===== config.mk =====
export PLATFORM = sky130hd
export DESIGN_NAME = apc_dp
export DESIGN_NICKNAME = d
export VERILOG_FILES = /design/src/rtl/apc_pkg.sv /design/src/rtl/apc_dp.sv
export SDC_FILE = /design/constraint.sdc
export NUM_CORES = 1
export LEC_CHECK = 0
export BUFFER_PORTS_ARGS = -buffer_cell sky130_fd_sc_hd__buf_2
export CAP_MARGIN = 30
export CELL_PAD_IN_SITES_DETAIL_PLACEMENT = 1
export CELL_PAD_IN_SITES_GLOBAL_PLACEMENT = 1
export CORE_UTILIZATION = 30
export CTS_BUF_LIST = sky130_fd_sc_hd__clkbuf_4
export CTS_CLUSTER_SIZE = 16
export DETAILED_ROUTE_END_ITERATION = 12
export PLACE_DENSITY = 0.65
export SETUP_SLACK_MARGIN = 0.4
export SYNTH_ARGS = -nofsm -noshare
export SYNTH_HDL_FRONTEND = slang
export SYNTH_SLANG_ARGS = --single-unit

===== constraint.sdc =====
create_clock -name clk -period 2.92 [get_ports clk]
set_input_delay 0.584 -clock clk [delete_from_list [all_inputs] [get_ports clk]]
set_output_delay 0.584 -clock clk [all_outputs]
set_load 0.1 [all_outputs]

===== src/rtl/apc_pkg.sv =====
// ----------------------------------------------------------------------------
// apc_pkg
// Shared types and constants of the amicable pair checker: result width,
// controller state codes, and the command and status words that pass
// between the controller and the datapath.
// ----------------------------------------------------------------------------
package apc_pkg;

    // Width of the reported divisor sum
    localparam int unsigned SUM_WIDTH = 33;

    // Controller states
    typedef enum logic [3:0] {
        ST_IDLE,
        ST_INIT,
        ST_TEST,
        ST_DIV,
        ST_ADD_D,
        ST_ADD_Q,
        ST_STEP,
        ST_END,
        ST_EMIT
    } state_t;

    // Controller to datapath
    typedef struct packed {
        logic load_in;    // capture candidate, select first pass
        logic init_pass;  // d = 2, d^2 = 4, sum = 1 (or 0 below two)
        logic div_start;  // clear divider, load dividend
        logic div_step;   // one restoring step
        logic add_d;      // sum += d
        logic add_q;      // sum += quotient
        logic step_d;     // d += 1, d^2 += 2d + 1
        logic end_pass;   // close a divisor-sum pass
        logic emit;       // write the result register
    } cmd_t;

    // Datapath to controller
    typedef struct packed {
        logic op_small;   // operand below two
        logic past_root;  // d^2 above operand
        logic div_last;   // final divider step this cycle
        logic rem_zero;   // d divides operand
        logic q_eq_d;     // quotient equals d (square root divisor)
        logic need_more;  // first pass done and partner sum is needed
        logic out_busy;   // result register holds an untaken word
    } status_t;

endpackage


===== src/rtl/apc_dp.sv =====
// ----------------------------------------------------------------------------
// apc_dp
// Datapath of the amicable pair checker: trial divisor and its square,
// a radix-2 restoring divider, the divisor-sum accumulator and the
// result register.
// ----------------------------------------------------------------------------
module apc_dp
#(
    parameter int unsigned NUMBER_WIDTH = 30
)
(
    input  logic                            clk,
    input  logic                            rst_n,
    input  logic [NUMBER_WIDTH-1:0]         candidate,
    input  logic                            out_ready,
    input  apc_pkg::cmd_t                   cmd,
    output apc_pkg::status_t                sts,
    output logic                            out_valid,
    output logic [apc_pkg::SUM_WIDTH-1:0]   divisor_sum,
    output logic                            is_pair
);

    // Operand width covers the partner (divisor sum below 8x candidate)
    localparam int unsigned AW  = NUMBER_WIDTH + 3;
    localparam int unsigned DW  = (AW + 1) / 2 + 1;
    localparam int unsigned SQW = 2 * DW;
    localparam int unsigned ACW = AW + 3;
    localparam int unsigned CW  = $clog2(AW);
    localparam int unsigned SW  = apc_pkg::SUM_WIDTH;

    logic [NUMBER_WIDTH-1:0] n_reg;
    logic [AW-1:0]           op_reg;
    logic                    pass_reg;
    logic [DW-1:0]           d_reg;
    logic [SQW-1:0]          dsq_reg;
    logic [ACW-1:0]          acc_reg;
    logic [ACW-1:0]          first_reg;
    logic [AW-1:0]           dvd_reg;
    logic [AW-1:0]           q_reg;
    logic [DW:0]             rem_reg;
    logic [CW-1:0]           cnt_reg;
    logic                    pair_reg;
    logic                    out_valid_reg;
    logic [SW-1:0]           out_sum_reg;
    logic                    out_pair_reg;

    logic [DW:0]             rem_shift;
    logic                    rem_ge;
    logic [DW:0]             rem_next;
    logic                    more;

    // Restoring step: shift in next dividend bit, subtract if it fits
    assign rem_shift = {rem_reg[DW-1:0], dvd_reg[AW-1]};
    assign rem_ge    = rem_shift >= {1'b0, d_reg};
    assign rem_next  = rem_ge ? (rem_shift - {1'b0, d_reg}) : rem_shift;

    assign more = !pass_reg && (acc_reg > ACW'(n_reg));

    // Status
    always_comb
    begin
        sts.op_small  = op_reg < AW'(2);
        sts.past_root = dsq_reg > SQW'(op_reg);
        sts.div_last  = cnt_reg == CW'(AW - 1);
        sts.rem_zero  = rem_reg == '0;
        sts.q_eq_d    = q_reg == AW'(d_reg);
        sts.need_more = more;
        sts.out_busy  = out_valid_reg;
    end

    // Working registers
    always_ff @(posedge clk)
    begin
        if (cmd.load_in)
        begin
            n_reg    <= candidate;
            op_reg   <= AW'(candidate);
            pass_reg <= 1'b0;
        end
        if (cmd.init_pass)
        begin
            d_reg   <= DW'(2);
            dsq_reg <= SQW'(4);
            acc_reg <= (op_reg < AW'(2)) ? '0 : ACW'(1);
        end
        if (cmd.div_start)
        begin
            dvd_reg <= op_reg;
            q_reg   <= '0;
            rem_reg <= '0;
            cnt_reg <= '0;
        end
        if (cmd.div_step)
        begin
            dvd_reg <= {dvd_reg[AW-2:0], 1'b0};
            q_reg   <= {q_reg[AW-2:0], rem_ge};
            rem_reg <= rem_next;
            cnt_reg <= cnt_reg + CW'(1);
        end
        if (cmd.add_d)
        begin
            acc_reg <= acc_reg + ACW'(d_reg);
        end
        if (cmd.add_q)
        begin
            acc_reg <= acc_reg + ACW'(q_reg);
        end
        if (cmd.step_d)
        begin
            d_reg   <= d_reg + DW'(1);
            dsq_reg <= dsq_reg + SQW'({d_reg, 1'b1});
        end
        if (cmd.end_pass)
        begin
            if (!pass_reg)
            begin
                first_reg <= acc_reg;
                pair_reg  <= 1'b0;
            end
            else
            begin
                pair_reg <= acc_reg == ACW'(n_reg);
            end
            if (more)
            begin
                op_reg   <= acc_reg[AW-1:0];
                pass_reg <= 1'b1;
            end
        end
    end

    // Result register
    always_ff @(posedge clk or negedge rst_n)
    begin
        if (!rst_n)
        begin
            out_valid_reg <= 1'b0;
        end
        else if (cmd.emit)
        begin
            out_valid_reg <= 1'b1;
        end
        else if (out_ready)
        begin
            out_valid_reg <= 1'b0;
        end
    end

    always_ff @(posedge clk)
    begin
        if (cmd.emit)
        begin
            out_sum_reg  <= SW'(first_reg);
            out_pair_reg <= pair_reg;
        end
    end

    assign out_valid   = out_valid_reg;
    assign divisor_sum = out_sum_reg;
    assign is_pair     = out_pair_reg;

endmodule


Yosys cells after proc, flatten, opt, wreduce, memory -nomap -nowiden
Cells that the tools add are included.

word-level totals
  bits in registers = 314
  output and inout port bits = 42
  input bits = 42
  word-level logic and storage cells = 63

operators by class
  muxes and demuxes = 25
  add/sub/neg operators = 6
  reductions and logical operators = 8
  eq/ne operators = 3
  $lt $le $gt $ge = 4
  bitwise gates (word level) = 1

operator list
  cell                     number
  $mux W33                 7
  $mux W36                 5
  $mux W19                 3
  $add A36 B18 Y36         1
  $add A36 B19 Y36         1
  $add A36 B33 Y36         1
  $eq A36 B30 Y1           1
  $gt A36 B30 Y1           1
  $gt A36 B33 Y1           1
  $mux W18                 2
  $eq A33 B18 Y1           1
  $lt A33 B2 Y1 const B    1
  $ge A19 B18 Y1           1
  $logic_not A19 Y1        1
  $sub A19 B18 Y19         1
  $add A18 B1 Y18 const B  1
  $mux W6                  2
  $add A6 B1 Y6 const B    1
  $eq A6 B6 Y1 const B     1
  $mux W1                  6
  $reduce_bool A2 Y1       3
  $reduce_bool A3 Y1       1
  $reduce_and A2 Y1        1
  $logic_and A1 B1 Y1      1
  other kinds (2)          2

Logic depth before layout (Yosys ltp)
  depth after elaboration = 5
  gate-level depth with buffers = 13
  mapped depth without buffers = 12

Worst setup path after synthesis
OpenSTA, ideal clock, no wires.

  kind = reg-to-output
  from = register rem_reg[0]
  to = output sts[3] in the netlist's numbering
  data arrival time = 3.605 ns
  required time = 2.336 ns
  setup slack = -1.269 ns
  buffers on the path = 0
  stages on the path, launching flop included = 4
  path through = edfxtp_1 nor4_1 nand4_1 nor4_1

RTL lines
  item                      RTL line      source
  start: declaration        apc_dp.sv:40  logic [DW:0] rem_reg;
  start signal: assignment  apc_dp.sv:97  rem_reg <= rem_next;
  end: declaration          apc_dp.sv:17  output apc_pkg::status_t sts,

==> reports/metrics.yaml <==
critical_path_arrival_ps: 3240
num_vias: 16100
start_util: 0.303
grt_pass1_vias: 17100
first_iter_violations: 809
ys_dominant_reg_cell: "edfxtp_1"
fin_util: 0.432
cpMostUsedCell: "a21o_1"
syn_inst: 1702
synth_top_area_cell: "edfxtp_1"
grt_pass1_wl_mm: 98.4
relSlewSlack: 0.408
vias_per_cell: 5.08
status: "finished with violations"
yosysTopAreaCellShare: 0.447
port_buffers: 83
ant_nets: 0
worstPathMaxFanout: 2
h-tree-depth: 3
r2r_slack_ps: -480
postLayoutCellArea_mm2: 0.0266
pre_cts_slack_ps: -174
synthTopCellsByArea: "edfxtp_1, ha_1, dfxtp_1"
cts_sinks: 314
fin_tns_setup_ps: -20100
finalCriticalPeriod_ps: 3820
avgSynthCellArea_um2: 11.0
die-area_mm2: 0.0633
coreArea_mm2: 0.0616
max_stage_delay_ps: 430
worstSkewPairLatency_ps: 860
crit_path_end: "sts[5]"
rr_startpoint: "d_reg[0]$_SDFFCE_PN0P_"
period_share: 1.31
hold_path.class: "in -> reg"
tritoncts: "done"
drive_above_1_share: 0.376
max_freq_mhz: 262
tightest_slew_ps: 885
fp-row-count: 91
p_per_area_mw_per_mm2: 952
hold_viol: 0
grt_max_degree: 92
ir_worst_vdd_uv: 562
path_class: "reg -> out"
nNetsFinal: 2460
die_h_um: 252
setup.worst_path.start: "dsq_reg[13]$_SDFFCE_PN0P_"
root_buffer: "clkbuf_4"
synth-seq-area-share: 0.486
clk_pin_slew_ps: 80
antenna_found_initial: 2
rsz0062_at_grt: "yes"
clockBufferDepth: 3
die_w_um: 252
ys_warn_count: 0
slowest_stage: "edfxtp_1"
drv_slew: 0
finalSetupViolCount: 92
leakage_nw: 11.6
firstDrtPassIters: 10
ios: 84
numCtsBuffers: 91
synth-edff-count: 278
yosysUniqueCellTypes: 82
post_dp_cell_area_mm2: 0.0222
wire_per_inst_um: 21.3
critPathRequiredTime_ps: 2340
place_hpwl_mm: 45.2
drt-total-wl_mm: 67.7
r2r_end: "acc_reg[34]$_DFFE_PP_"
setup_ws_ps: -899
gp_congestion: 0.875
syn_to_final_growth_pct: 42.5
start_kind: "register"
async_reset_ff_frac: 0.00318
worstPathCellList: "ha_4, a21o_1, a21o_1, a21o_1, a21o_1, a21o_1, a21o_1, a221oi_2, o221ai_2, o31a_4, buf_12"
grt_overflow: 0
post-route-drc-count: 4
ys_seq_elements: 314
cap_violations: 0
failed_checks: "DRC, setup timing"
fin_worst_skew_ps: 46.0
synth_area_mm2: 0.0187
r2r_cells: 15
end_kind: "primary output"
grt.total_usage: 0.205
synth_fp_nets: 1901
synthesized netlist by cell type, types with 20 or more instances:
cell type  number
nor4_1         26
a21o_1         64
edfxtp_1      278
inv_1         114
nor2b_1        30
dfxtp_1        35
nand3_1        36
a22o_1         34
and2_1         40
mux2_4         26
xor2_1         48
nand2_1       121
o21ai_0        82
nor2_1        102
ha_1          153
xnor2_1        80
a21oi_1        91
nand4_1        30
nor3_1         30
clkbuf_1       38
mux2i_1        20
worst max-delay path, delay by kind of cell (launching register included):
family	cells	cell delay [ps]
AOI/OAI and AO/OA	9	1520
adders and majority gates	1	240
buffers and inverters	1	160
DFF	1	430
cells by family after synthesis:
kind of cell / after synthesis / synth area share
adders and majority gates: 157 / 0.107
AOI/OAI and AO/OA: 411 / 0.150
and+or+nand+nor: 478 / 0.128
buffers and inverters: 164 / 0.0352
muxes: 50 / 0.0340
xor gates and xnor gates: 128 / 0.0600
DFF: 314 / 0.486
power breakdown:
part	internal, mW	switching (mW)
Sequential	6.31	0.840
Combinational	6.47	7.07
Clock	2.48	2.15
metal layers:
| layer | routed length [um] | global-route usage |
|---|---|---|
| met1 | 28600 | 0.249 |
| met4 | 2910 | 0.0958 |
| met3 | 3280 | 0.0462 |
| met5 | 0 | 0 |
| met2 | 32900 | 0.343 |
worst min-delay path by stage:
stage               slack, ps                       end  depth (start not counted)  startpoint
finish                    160  dsq_reg[2]$_SDFFCE_PN1P_                          2      cmd[2]
global route              110    d_reg[1]$_SDFFCE_PN1P_                          2      cmd[2]
CTS                        70    d_reg[1]$_SDFFCE_PN1P_                          2      cmd[2]
detailed placement        360     out_valid$_DFFE_PN0P_                          1       rst_n
global placement          360     out_valid$_DFFE_PN0P_                          1       rst_n
floorplan                 290     out_valid$_DFFE_PN0P_                          0       rst_n
cell usage in the layout, fill, tap and decap left out, types with 12 or more instances in the layout:
| master | Yosys | final |
|---|---|---|
| mux2_4 | 26 | 30 |
| dfxtp_1 | 35 | 32 |
| nor3_1 | 30 | 19 |
| nor2_1 | 102 | 95 |
| nand4_1 | 30 | 30 |
| a21oi_2 | 1 | 28 |
| xor2_1 | 48 | 44 |
| ha_4 | 0 | 27 |
| buf_2 | 3 | 77 |
| clkinv_1 | 1 | 24 |
| dlygate4sd3_1 | 0 | 34 |
| ha_1 | 153 | 121 |
| inv_1 | 114 | 109 |
| and3_1 | 16 | 15 |
| nor4_1 | 26 | 13 |
| clkbuf_4 | 0 | 128 |
| o21a_1 | 16 | 16 |
| buf_6 | 4 | 87 |
| o21ai_0 | 82 | 57 |
| edfxtp_1 | 278 | 278 |
| buf_12 | 0 | 15 |
| buf_4 | 2 | 294 |
| a21oi_1 | 91 | 54 |
| o21bai_1 | 16 | 12 |
| mux2i_1 | 20 | 20 |
| xnor2_1 | 80 | 71 |
| nand3_1 | 36 | 28 |
| and2_1 | 40 | 40 |
| a22o_1 | 34 | 34 |
| a21o_1 | 64 | 63 |
| nor2b_1 | 30 | 24 |
| nand2_1 | 121 | 115 |
| o21ai_1 | 6 | 18 |
stage by stage:
stage	cells	hold WS, ps	total power [mW]
3_5_place_dp	2820	361	17.7
2_1_floorplan	1702	288	13.7
5_1_grt	3173	113	26.7
4_1_cts	3119	73.7	24.2
6_report	3174	155	25.3
3_3_place_gp	2819	359	17.3
final cells by class:
cell class              count  area [um2]
multi-input cells        1225       10400
fillers                  6782       35000
well taps                 837        1050
clock inverters            39         299
clock buffers             128         961
diodes                      2        5.00
flip-flops and latches    314        9080
repair buffers            514        4360
inverters                 115         442
repair_timing:
item | CTS | global route
hold buffers | 34 | 0
resized for setup | 211 | 123
hold endpoints to repair | 33 | 0
endpoints found under the setup margin | 111 | 122
pin swaps | 109 | 101
setup buffers | 94 | 51
gates cloned | 4 | 1
(Power assumes the default switching activity.)
